**config.mk**
```make
export PLATFORM = sky130hd
export DESIGN_NAME = llat_ram
export DESIGN_NICKNAME = d
export VERILOG_FILES = /design/src/llat_ram.sv
export SDC_FILE = /design/constraint.sdc
export NUM_CORES = 1
export LEC_CHECK = 0
export BUFFER_PORTS_ARGS = -buffer_cell sky130_fd_sc_hd__buf_2
export CORE_MARGIN = 2
export CORE_UTILIZATION = 45
export CTS_CLUSTER_SIZE = 24
export DETAILED_ROUTE_END_ITERATION = 8
export PLACE_DENSITY_LB_ADDON = 0.2
export SLEW_MARGIN = 20
export SYNTH_ARGS = -nofsm -noshare
export SYNTH_HDL_FRONTEND = slang
export SYNTH_SLANG_ARGS = --single-unit
```
**constraint.sdc**
```tcl
create_clock -name clk_i -period 2.6 [get_ports clk_i]
set_input_delay 0.13 -clock clk_i [delete_from_list [all_inputs] [get_ports clk_i]]
set_output_delay 0.13 -clock clk_i [all_outputs]
set_load 0.02 [all_outputs]
```
**src/llat_ram.sv**
```systemverilog
// Generic single-write, single-read RAM with a registered read port.
// Depends on no package; used for the current and next generation grids.
module llat_ram #(
  parameter int WIDTH = 8,
  parameter int DEPTH = 16
) (
  input  logic                                     clk_i,
  input  logic                                     we_i,
  input  logic [((DEPTH > 1) ? $clog2(DEPTH) : 1)-1:0] waddr_i,
  input  logic [WIDTH-1:0]                         wdata_i,
  input  logic [((DEPTH > 1) ? $clog2(DEPTH) : 1)-1:0] raddr_i,
  output logic [WIDTH-1:0]                         rdata_o
);

  logic [WIDTH-1:0] mem_q [DEPTH];
  logic [WIDTH-1:0] rdata_q;

  // Write port.
  always_ff @(posedge clk_i) begin
    if (we_i) begin
      mem_q[waddr_i] <= wdata_i;
    end
  end

  // Registered read port.
  always_ff @(posedge clk_i) begin
    rdata_q <= mem_q[raddr_i];
  end

  assign rdata_o = rdata_q;

endmodule

```
# Word level (Yosys, flattened, before mapping)
# Memory sizes are Yosys's and may differ from the RTL's. A register that Yosys moved wholly into a read port is not among the register bits.
# Cells that the tools add are included.
[op_classes]
muxes = 2
[ops]
columns = ["op", "n"]
rows = [
  ["$mux W1", 2],
]
[word_totals]
regBits = 0
mem_bits_rw = 128
input_bits = 18
out_inout_bits = 8
memories = 1
[memory_table]
columns = ["memory", "depth", "width", "rd", "rd_ports_with_merged_regs", "write_ports", "line", "rtl"]
rows = [
  ["mem_q", 16, 8, 1, 1, 1, "15", "logic [WIDTH-1:0] mem_q [DEPTH];"],
]

# Depth between registers and ports, before layout
[depth]
depth_word = 2
depth_mapped = 5
depth_no_buf = 3

# Worst setup path before layout
# OpenSTA, ideal clock, no wires.
[synth_path]
kind = "input to register"
from = "input waddr_i[2] (netlist bit)"
to = "memory mem_q[0][0], enable pin"
setup_ns = 0.383
arrival_time_ns = 1.240
t_required_ns = 2.217
slack_ns = 0.977
stages = 2
n_path_buf = 0
cell_sequence = "or3b_2 > nor3_1"
[synth_rtl]
columns = ["item", "line", "rtl"]
rows = [
  ["start: declaration", "9", "input logic [((DEPTH > 1) ? $clog2(DEPTH) : 1)-1:0] waddr_i,"],
  ["end: declaration", "15", ""],
]
# Straight into the memory's write port.

==> flow_metrics.tcl <==
set metrics [dict create \
    synth_warnings 0 \
    design.die.area_mm2 0.01231 \
    wl_per_cell_um 21.75 \
    synth_sequential_area_ratio 0.7778 \
    layout.cells.most_common_list "edfxtp_1 (128), buf_2 (25), mux4_2 (18)" \
    power_switching_share 0.1932 \
    mostFrequentLayoutCell "edfxtp_1" \
    crit_type "in2reg" \
    ys_types 19 \
    finalWirelength_um 9439 \
    grt_max_degree 18 \
    reg2regPathDepth 3 \
    power.density_cell_area_mw_per_mm2 858.0 \
    slew_headroom 0.4415 \
    final.fill_count 850 \
    cts_hold_buf 0 \
    maxClockFrequency_mhz 706.8 \
    worst_vdd_rail_ir_drop_uv 444.2 \
    antenna_violating_nets_post_route 0 \
    tritoncts "done" \
    power_share_of_the_clock_group 0.487 \
    reg2reg_to "rdata_o[5]$_DFF_P_" \
    ff2ff_setup_slack_ns 1.20 \
    detail_route.first_pass.iterations 4 \
    hold_path_startpoint "wdata_i[4]" \
    reg_to_reg_critical_path_startpoint "mem_q[1][5]$_DFFE_PP_" \
    min_period_over_period 0.5442 \
    initial_core_util 0.4567 \
    port-buffer-count 25 \
    setup_viol 0 \
    clk_latency_ns 0.41 \
    drc 0 \
    placeableCoreArea_mm2 0.01127 \
    post_cts.repair.setup_buffers 0 \
    synth_nets 247 \
    syn_area_mm2 0.005147 \
    min_period_ns 1.415 \
    clock_tree_skew_after_final_layout_ns 0.004975 \
    setup-tns-final_ns 0 \
    buffers_from_clock_root_to_sink_at_most 2 \
    viasPerCell 5.530 \
    cts-buffers-inserted 17 \
    cp.arrival_ns 1.71 \
    via_count_of_the_first_global_routing_pass 2449 \
    final_util 0.5436 \
    diodes 0 \
    hold_viol 0 \
    number_of_antenna_violations_at_the_first_check_in_global_routing 0 \
    worst_setup_path_start_kind "input pin" \
    timing.max_cap.violations 0 \
    synthesized_flop_and_latch_total 136 \
    rows 39 \
    timing.critical_path.required_ns 2.89 \
    synthesis.instances 229 \
    net_switching_power_figure_mw 1.016 \
    post_cts_resize_count 0 \
    die-height_um 111.0 \
    grt_first_pass_wirelength_um 14390 \
    share_of_final_layout_standard_cells_stronger_than_drive_strength_1 0.3024 \
    area_growth_syn_to_layout_pct 19.03 \
    static-leakage-power_nw 2.079 \
    reg_power_frac 0.469 \
    die-width_um 111.0 \
    htreeDepth 4 \
    boundaryPins 26 \
    grt.total_usage 0.1639 \
    timing.critical_path.fanout_max 17 \
    hpwl_um 5918 \
    worstHoldPathType "in2reg" \
    max_slew.worst_pin.slew_ns 0.8347 \
    postSynthAreaPerCell_um2 22.48 \
    cts.sink_count 136 \
    min_path_cells 1 \
    nNetsFinal 296 \
    initialDrtViolationCount 164 \
    final-max-slew-violation-count 0 \
    globalRouteOverflowTotal 0 \
    grt_setup_unrepaired "no" \
    worst_setup_hold_path_clk_slew_ns 0.06 \
    num_vias 2400 \
    status "completed" \
    clk_root_buffer_cell "clkbuf_16" \
    critPathCaptureType "flop" \
    min_to "mem_q[7][4]$_DFFE_PP_" \
    comb_power_share 0.044 \
    place.gp.congestion 0.7239 \
    internal_power_mw 4.242 \
]
==> stage by stage <==
| stage | cells | hold WS, ns | setup WS (ns) | total power, mW | instance area, um^2 |
|---|---|---|---|---|---|
| after floorplan | 229 | 0.2289 | 0.9771 | 2.650 | 5147 |
| after global placement | 402 | 0.5128 | 0.7333 | 2.742 | 5490 |
| after detailed placement | 402 | 0.5253 | 0.7445 | 2.747 | 5490 |
| after CTS | 434 | 0.08815 | 1.170 | 5.288 | 6127 |
| after global routing | 434 | 0.1033 | 1.114 | 5.405 | 6127 |
| final | 434 | 0.09652 | 1.185 | 5.257 | 6127 |
==> worst max-delay path by stage <==
stage / endpoint / cells past startpoint / start / slack, ns
floorplan: mem_q[0][0]$_DFFE_PP_ / 2 / waddr_i[2] / 0.98
global placement: rdata_o[4]$_DFF_P_ / 5 / raddr_i[0] / 0.73
detailed placement: rdata_o[4]$_DFF_P_ / 5 / raddr_i[0] / 0.74
CTS: rdata_o[5]$_DFF_P_ / 3 / mem_q[1][5]$_DFFE_PP_ / 1.17
global route: rdata_o[5]$_DFF_P_ / 3 / mem_q[1][5]$_DFFE_PP_ / 1.11
finish: rdata_o[4]$_DFF_P_ / 5 / raddr_i[0] / 1.19
==> sequential cells by signal (all words and copies together) (netlist names) <==
register / count
mem_q: 128
rdata_o: 8
==> logic make-up (layout without fill, tap and decap cells) <==
kind of cell	count (synthesis)	in the layout	share of synthesized area
muxes	32	32	0.1502
and+or+nand+nor	35	35	0.03184
AOI/OAI and AO/OA	16	16	0.02334
buffers and inverters	10	72	0.01677
DFF	136	136	0.7778
==> synthesized netlist by cell type, drive strengths merged <==
master / n / area (um^2)
edfxtp: 128 / 3844
nand3b: 2 / 15.01
nand2b: 2 / 12.51
nor2: 13 / 48.80
mux4: 32 / 773.2
nand2: 9 / 33.78
a22oi: 16 / 120.1
nor3: 4 / 20.02
dfxtp: 8 / 160.2
and2: 1 / 6.260
nand3: 1 / 5.000
clkdlybuf4s25: 3 / 30.03
and2b: 1 / 7.510
or3b: 1 / 8.760
nor2b: 1 / 6.260
buf: 7 / 56.30
==> per-layer routing <==
metal | wire [um] | up-vias | track usage
li1 | - | 1071 | -
met1 | 4130 | 1254 | 0.2228
met2 | 4713 | 64 | 0.2548
met3 | 476 | 11 | 0.04702
met4 | 119 | 0 | 0.06167
met5 | 0 | - | 0
==> worst max-delay path, cell delays in order <==
cell and delay (ns):
buf_2 0.44, buf_12 0.26, mux4_1 0.56, a22oi_1 0.23
nand2_1 0.07
==> area by class of cell <==
cell class / count / area (um^2) / area share
tap: 143 / 178.9 / 0.02920
clock buffer: 19 / 432.9 / 0.07066
multi-input combinational: 83 / 1057 / 0.1726
clock inverter: 13 / 203.9 / 0.03329
sequential: 136 / 4004 / 0.6535
timing repair buffer: 40 / 250.2 / 0.04084
==> power groups by stage <==
stage               combinational (mW)  clock, mW  sequential, mW
floorplan                        0.124          0            2.53
global placement                 0.234          0            2.51
detailed placement               0.237          0            2.51
CTS                              0.237       2.59            2.46
global route                     0.253       2.68            2.47
finish                           0.233       2.56            2.46
No activity file was read; power rests on OpenSTA's default activity.
