### src/llat_pkg.sv
// Shared types and constants for the life-like automaton torus step block.
// Used by the cell unit, the top level and the testbench; depends on nothing else.
package llat_pkg;

  // Default grid storage size.
  localparam int DefMaxWidth  = 64;
  localparam int DefMaxHeight = 64;

  // Rule word: birth bits for dead cells, then survival bits for live cells.
  localparam int RuleW       = 18;
  localparam int SurviveBase = 9;
  localparam int CountW      = 4;
  localparam int RuleIdxW    = 5;

  // Configuration register widths and reset values.
  localparam int GridDimW = 7;
  localparam logic [RuleW-1:0]    RuleReset   = 18'd6152;
  localparam logic [GridDimW-1:0] WidthReset  = 7'd64;
  localparam logic [GridDimW-1:0] HeightReset = 7'd64;

  // APB port geometry.
  localparam int ApbAddrW = 4;
  localparam int ApbDataW = 32;

  // Register indexes (byte address is four times the index).
  typedef enum logic [1:0] {
    REG_RULE   = 2'd0,
    REG_WIDTH  = 2'd1,
    REG_HEIGHT = 2'd2
  } reg_idx_e;

  // Operation codes of an input word.
  typedef enum logic [1:0] {
    OP_WRITE = 2'd0,
    OP_READ  = 2'd1,
    OP_STEP  = 2'd2
  } op_e;

  // Input word.
  typedef struct packed {
    logic [1:0] operation;
    logic [5:0] cell_x;
    logic [5:0] cell_y;
    logic       write_value;
  } in_word_t;

  // Result word.
  typedef struct packed {
    logic cell_value;
    logic step_done;
  } out_word_t;

endpackage

### src/llat_cell_unit.sv
// Neighbor count and rule lookup for one cell from three buffered rows.
// Depends on llat_pkg for the rule layout constants.
module llat_cell_unit #(
  parameter int MAX_WIDTH = llat_pkg::DefMaxWidth
) (
  input  logic [MAX_WIDTH-1:0]                               row_above_i,
  input  logic [MAX_WIDTH-1:0]                               row_center_i,
  input  logic [MAX_WIDTH-1:0]                               row_below_i,
  input  logic [((MAX_WIDTH > 1) ? $clog2(MAX_WIDTH) : 1)-1:0] x_i,
  input  logic [((MAX_WIDTH > 1) ? $clog2(MAX_WIDTH) : 1)-1:0] x_left_i,
  input  logic [((MAX_WIDTH > 1) ? $clog2(MAX_WIDTH) : 1)-1:0] x_right_i,
  input  logic                                               above_same_i,
  input  logic                                               below_same_i,
  input  logic [llat_pkg::RuleW-1:0]                         rule_i,
  output logic                                               alive_o
);
  import llat_pkg::*;

  logic [7:0]          taps;
  logic [CountW-1:0]   count;
  logic [RuleIdxW-1:0] rule_idx;
  logic                left_self;
  logic                right_self;
  logic                self_alive;

  // On narrow grids the wrapped columns can land on the cell itself.
  assign left_self  = (x_left_i == x_i);
  assign right_self = (x_right_i == x_i);
  assign self_alive = row_center_i[x_i];

  // A wrapped tap that lands on the cell itself is masked out; every other
  // tap counts, even when two taps land on the same neighbor.
  always_comb begin
    taps[0] = row_above_i[x_left_i]   & ~(above_same_i & left_self);
    taps[1] = row_above_i[x_i]        & ~above_same_i;
    taps[2] = row_above_i[x_right_i]  & ~(above_same_i & right_self);
    taps[3] = row_center_i[x_left_i]  & ~left_self;
    taps[4] = row_center_i[x_right_i] & ~right_self;
    taps[5] = row_below_i[x_left_i]   & ~(below_same_i & left_self);
    taps[6] = row_below_i[x_i]        & ~below_same_i;
    taps[7] = row_below_i[x_right_i]  & ~(below_same_i & right_self);
  end

  // Population count of the eight taps.
  always_comb begin
    count = '0;
    for (int i = 0; i < 8; i++) begin
      count = count + CountW'(taps[i]);
    end
  end

  // Birth bits for dead cells, survival bits for live cells.
  always_comb begin
    if (self_alive) begin
      rule_idx = RuleIdxW'(SurviveBase) + RuleIdxW'(count);
    end else begin
      rule_idx = RuleIdxW'(count);
    end
  end

  assign alive_o = rule_i[rule_idx];

endmodule

### config.mk
export PLATFORM = sky130hd
export DESIGN_NAME = llat_cell_unit
export DESIGN_NICKNAME = d
export VERILOG_FILES = /design/src/llat_pkg.sv /design/src/llat_cell_unit.sv
export SDC_FILE = /design/constraint.sdc
export NUM_CORES = 1
export LEC_CHECK = 0
export BUFFER_PORTS_ARGS = -buffer_cell sky130_fd_sc_hd__buf_2
export CORE_UTILIZATION = 46
export DETAILED_ROUTE_END_ITERATION = 16
export PLACE_DENSITY = 0.8
export SYNTH_ARGS = -nofsm -noshare
export SYNTH_HDL_FRONTEND = slang
export SYNTH_SLANG_ARGS = --single-unit
### constraint.sdc
create_clock -name vclk -period 8.5
set_clock_uncertainty 0.1 [all_clocks]
set_input_delay 1.275 -clock vclk [all_inputs]
set_output_delay 1.275 -clock vclk [all_outputs]
set_load 0.05 [all_outputs]
* Yosys cells after proc, flatten, opt, wreduce, memory -nomap -nowiden *
Cells that the tools add are included.

cells by class
  $add $sub $neg = 8
  multiplexer cells = 21
  equal/unequal tests = 2
  bitwise operators = 20
  order comparisons = 4

operator list
  kind                                                        count
  binary-select mux 1 bit (select 6 bit)                      9
  less-than comparator 6 x 7 -> 1 bit, second input constant  3
  adder 4 x 1 -> 4 bit                                        4
  AND 1 bit                                                   12
  equality test 6 bit                                         2
  2-to-1 mux 1 bit                                            10
  inverter 1 bit                                              8
  less-than comparator 5 x 6 -> 1 bit, second input constant  1
  adder 4 x 4 -> 5 bit, first input constant                  1
  binary-select mux 1 bit (select 5 bit)                      1
  2-to-1 mux 5 bit                                            1
  adder 3 x 1 -> 4 bit                                        1
  adder 2 x 1 -> 3 bit                                        1
  adder 1 x 1 -> 2 bit                                        1

storage, ports and cells
  flip-flop bits (word level) = 0
  input port bits = 230

* Longest topological paths before layout *
  depth in word-level cells = 15
  depth in mapped cells = 22
  mapped depth without buffers = 18

* Least setup slack after synthesis *
OpenSTA, ideal clock, no wires.

  kind = in2out
  start point = input port x_left_i[0] (netlist bit)
  end point = output port alive_o
  stages = 19
  arrival time = 7184 ps
  path buffers = 3
  slack = -59 ps
  path through = clkbuf_1 -> buf_2 -> mux4_2 -> mux4_2 -> mux4_2 -> nor2b_1 -> fa_1 -> inv_1 -> fa_1 -> inv_1 -> fa_1 -> ha_1 -> fa_1 -> clkbuf_1 -> mux4_2 -> mux2i_1 -> mux2i_1 -> a21oi_1 -> o221ai_1

on the way
  longest elaborated chain between the ends = 15
  elaborated cells on any way between the ends = 26

ends and longest elaborated chain
  element                                                                       line                  RTL
  start: declaration                                                            llat_cell_unit.sv:10  input logic [((MAX_WIDTH > 1) ? $clog2(MAX_WIDTH) : 1)-1:0] x_left_i,
  parallel branches: the longest is 8 deep, another holds adder 3 x 1 -> 4 bit  --
  adder 4 x 1 -> 4 bit (*) (3 in a row)                                         llat_cell_unit.sv:48  count = count + CountW'(taps[i]);
  adder 4 x 4 -> 5 bit                                                          llat_cell_unit.sv:55  rule_idx = RuleIdxW'(SurviveBase) + RuleIdxW'(count);
  2-to-1 mux 5 bit (*)                                                          llat_cell_unit.sv:54  if (self_alive) begin
  binary-select mux 1 bit (select 5 bit) (*)                                    llat_cell_unit.sv:61  assign alive_o = rule_i[rule_idx];
  2-to-1 mux 1 bit (implied by the code) (*)                                    llat_cell_unit.sv:61
  end: declaration                                                              llat_cell_unit.sv:15  output logic alive_o

Every way passes the cells marked *. The select of a mux whose other input is x is not followed.

* Final worst setup path *
  start point = input port x_i[0] (netlist bit)
  end point = output port alive_o

on the way
  longest elaborated chain between the ends = 15
  elaborated cells on any way between the ends = 37

ends and longest elaborated chain
  element                                                                        line                  RTL
  start: declaration                                                             llat_cell_unit.sv:9   input logic [((MAX_WIDTH > 1) ? $clog2(MAX_WIDTH) : 1)-1:0] x_i,
  parallel branches: the longest is 12 deep, another holds adder 4 x 4 -> 5 bit  --
  2-to-1 mux 5 bit (*)                                                           llat_cell_unit.sv:54
  binary-select mux 1 bit (select 5 bit) (*)                                     llat_cell_unit.sv:61
  2-to-1 mux 1 bit (implied by the code) (*)                                     llat_cell_unit.sv:61

Marks and branches as above.

==> impl_metrics.env <==
export IMPL_status="finished clean"
export IMPL_num_vias=5159
export IMPL_syn_num_nets=602
export IMPL_viasPerCell=7.26
export IMPL_ys_warn_count=0
export IMPL_p_seq_frac=0
export IMPL_cp_start_kind="input pin"
export IMPL_slew_violations=0
export IMPL_drive_gt1_frac=0.758
export IMPL_hp_class="in2out"
export IMPL_firstDrtPassIters=5
export IMPL_fin_total_pwr_mw=1.04
export IMPL_grt_pass1_vias=5487
export IMPL_die_x_um=109
export IMPL_grt_pass1_wl_um=28800
export IMPL_comb_power_share=1.000
export IMPL_max_stage_delay_ns=0.57
export IMPL_drt_iter0_markers=480
export IMPL_crit_slowest_cell="mux4_2"
export IMPL_start_util=0.481
export IMPL_drv_cap=0
export IMPL_clock_buffers=0
export IMPL_antenna_cells=0
export IMPL_port_buffers=231
export IMPL_power_frac_clock=0
export IMPL_dieArea_um2=12000
export IMPL_min_to="alive_o"
export IMPL_seq_area_um2=0
export IMPL_drc=0
export IMPL_synth_top_area_share=0.751
export IMPL_ys_types=37
export IMPL_worstPathRequired_ns=7.12
export IMPL_p_int_mw=0.513
export IMPL_ioPinCount=231
export IMPL_final_nets=811
export IMPL_cts_setup_buffers=0
export IMPL_arrival_ns=6.96
export IMPL_hold_start="rule_i[17]"
export IMPL_peakVddDrop_mv=0.614
export IMPL_gp_congestion=0.910
export IMPL_syn_area_um2=5310
export IMPL_die_h_um=109
export IMPL_worstMarginPinSlew_ns=0.821
export IMPL_min_period_ns=8.33
export IMPL_routed_wl_um=18900
export IMPL_synth_area_top_cells="mux4_2 (75%), mux2i_1 (4.7%), buf_6 (1.9%)"
export IMPL_crit_path_frequent_cell="fa_1"
export IMPL_critPathCaptureType="output pin"
export IMPL_synth_cells=364
export IMPL_hold_viol=0
export IMPL_syn_to_final_growth_pct=25.3
export IMPL_grt_max_degree=50
export IMPL_path_max_fanout=22
export IMPL_crit_buf_inv=5
export IMPL_p_leak_nw=2.66
export IMPL_track_usage=0.322
export IMPL_postRouteAntennaNets=0
export IMPL_antenna_found_initial=0
export IMPL_grt_overflow=0
export IMPL_routedWlPerCell_um=26.6
export IMPL_clock_fmax_mhz=120
export IMPL_min_delay_path_depth=6
export IMPL_switching_share=0.507
export IMPL_seq_area_frac_synth=0
export IMPL_path_cells="buf_6, mux4_2, mux4_2, mux4_2, nor2b_1, fa_1, inv_1, fa_1, inv_1, fa_1, ha_2, fa_1, ha_1, inv_1, and3_1, a221o_1, a211oi_2, o221ai_2, buf_6"
export IMPL_rows=38
export IMPL_synth_top_cell_by_area="mux4_2"
export IMPL_p_sw_mw=0.528
export IMPL_syn_area_per_cell_um2=14.6
export IMPL_tns_ns=0
export IMPL_setup_viol=0
export IMPL_p_per_area_nw_per_um2=157
export IMPL_design_seq_count=0
export IMPL_core_area_um2=11000
export IMPL_crit_family="adder cells"
export IMPL_worstSetupPathType="in2out"
export IMPL_place_hpwl_um=15100
export IMPL_slew_headroom=0.453
export IMPL_post_route_period_util=0.980
==> layer usage <==
layer / wire length, µm / vias up / global-route usage / part of all wire
met5: 0 / - / 0 / 0
met4: 549 / 0 / 0.101 / 0.029
li1: - / 2123 / - / -
met1: 6420 / 2614 / 0.404 / 0.34
met2: 9870 / 374 / 0.563 / 0.52
met3: 2090 / 48 / 0.0611 / 0.11
==> layout make-up <==
cell class	instances	area, µm²
fill	874	4380
timing repair buffer	251	1400
inverter	8	30.0
tap	140	175
multi-input combinational	312	5040
==> power by group through the flow <==
stage / combinational, mW / sequential [mW] / clock, mW
3_5_place_dp: 0.988 / 0 / 0
5_1_grt: 1.11 / 0 / 0
3_3_place_gp: 0.942 / 0 / 0
6_report: 1.04 / 0 / 0
2_1_floorplan: 0.725 / 0 / 0
4_1_cts: 1.00 / 0 / 0
==> placed cells by master, fill, tap and decap left out, types with 2 or more instances in the layout <==
| master | Yosys | layout |
|---|---|---|
| a21boi_1 | 3 | 3 |
| a21oi_1 | 7 | 7 |
| a221o_1 | 2 | 2 |
| a22oi_1 | 5 | 5 |
| a31oi_1 | 5 | 5 |
| and3_1 | 3 | 3 |
| buf_12 | 0 | 2 |
| buf_2 | 8 | 227 |
| buf_4 | 2 | 15 |
| buf_6 | 9 | 3 |
| buf_8 | 0 | 2 |
| clkbuf_16 | 0 | 2 |
| fa_1 | 4 | 4 |
| ha_1 | 4 | 3 |
| inv_1 | 8 | 8 |
| mux2i_1 | 25 | 25 |
| mux4_2 | 177 | 177 |
| nand2_1 | 15 | 15 |
| nand2b_1 | 4 | 4 |
| nand3_1 | 11 | 11 |
| nand4_1 | 4 | 4 |
| nor2_1 | 4 | 4 |
| nor2b_1 | 5 | 5 |
| nor3_1 | 5 | 5 |
| o211ai_1 | 2 | 2 |
| xnor2_1 | 9 | 9 |
| xor2_1 | 6 | 6 |
==> how the worst max path moves through the flow <==
stage | startpoint | endpoint | slack, ns | cells past startpoint
6_report | x_i[0] | alive_o | 0.17 | 19
5_1_grt | x_i[0] | alive_o | -0.02 | 19
4_1_cts | x_left_i[0] | alive_o | 0.005 | 20
3_5_place_dp | x_left_i[0] | alive_o | -0.07 | 20
3_3_place_gp | x_left_i[0] | alive_o | 0.10 | 20
2_1_floorplan | x_left_i[0] | alive_o | 0.13 | 19
==> per-stage QoR <==
stage / hold slack, ns / worst slack [ns] / instance area [µm²] / util / cells
floorplan: 2.93 / 0.125 / 5310 / - / 364
global placement: 3.13 / 0.100 / 6560 / 0.595 / 709
detailed placement: 3.15 / -0.0688 / 6560 / 0.595 / 709
CTS: 3.16 / 0.00511 / 6570 / 0.595 / 709
global route: 3.13 / -0.0198 / 6650 / 0.603 / 711
finish: 3.07 / 0.169 / 6650 / 0.603 / 711
==> cells in the mapped netlist, drive strengths merged <==
cell type and count:
a211oi 2, a21boi 3, a21o 1, a21oi 7
a221o 2, a221oi 1, a22o 1, a22oi 5
a31oi 5, a41o 1, and3 3, buf 30
clkbuf 14, fa 4, ha 4, inv 8
mux2i 25, mux4 177, nand2 15, nand2b 4
nand3 11, nand3b 1, nand4 4, nand4b 1
nor2 4, nor2b 5, nor3 5, nor4 1
o211ai 3, o221ai 1, o22ai 1, xnor2 9
xor2 6
==> timing repair <==
item	4_1_cts	5_1_grt
hold buffers	0	0
gates resized for setup	1	10
setup endpoints to repair	1	1
pin swaps	0	1
gates cloned	0	2
==> cells by family after synthesis <==
group,share of synthesized area
simple gates,0.0545
xor+xnor,0.0248
buf+inv,0.0528
fa+ha+maj,0.0245
mux,0.798
compound gates,0.0450
No activity file was read; power rests on OpenSTA's default activity.
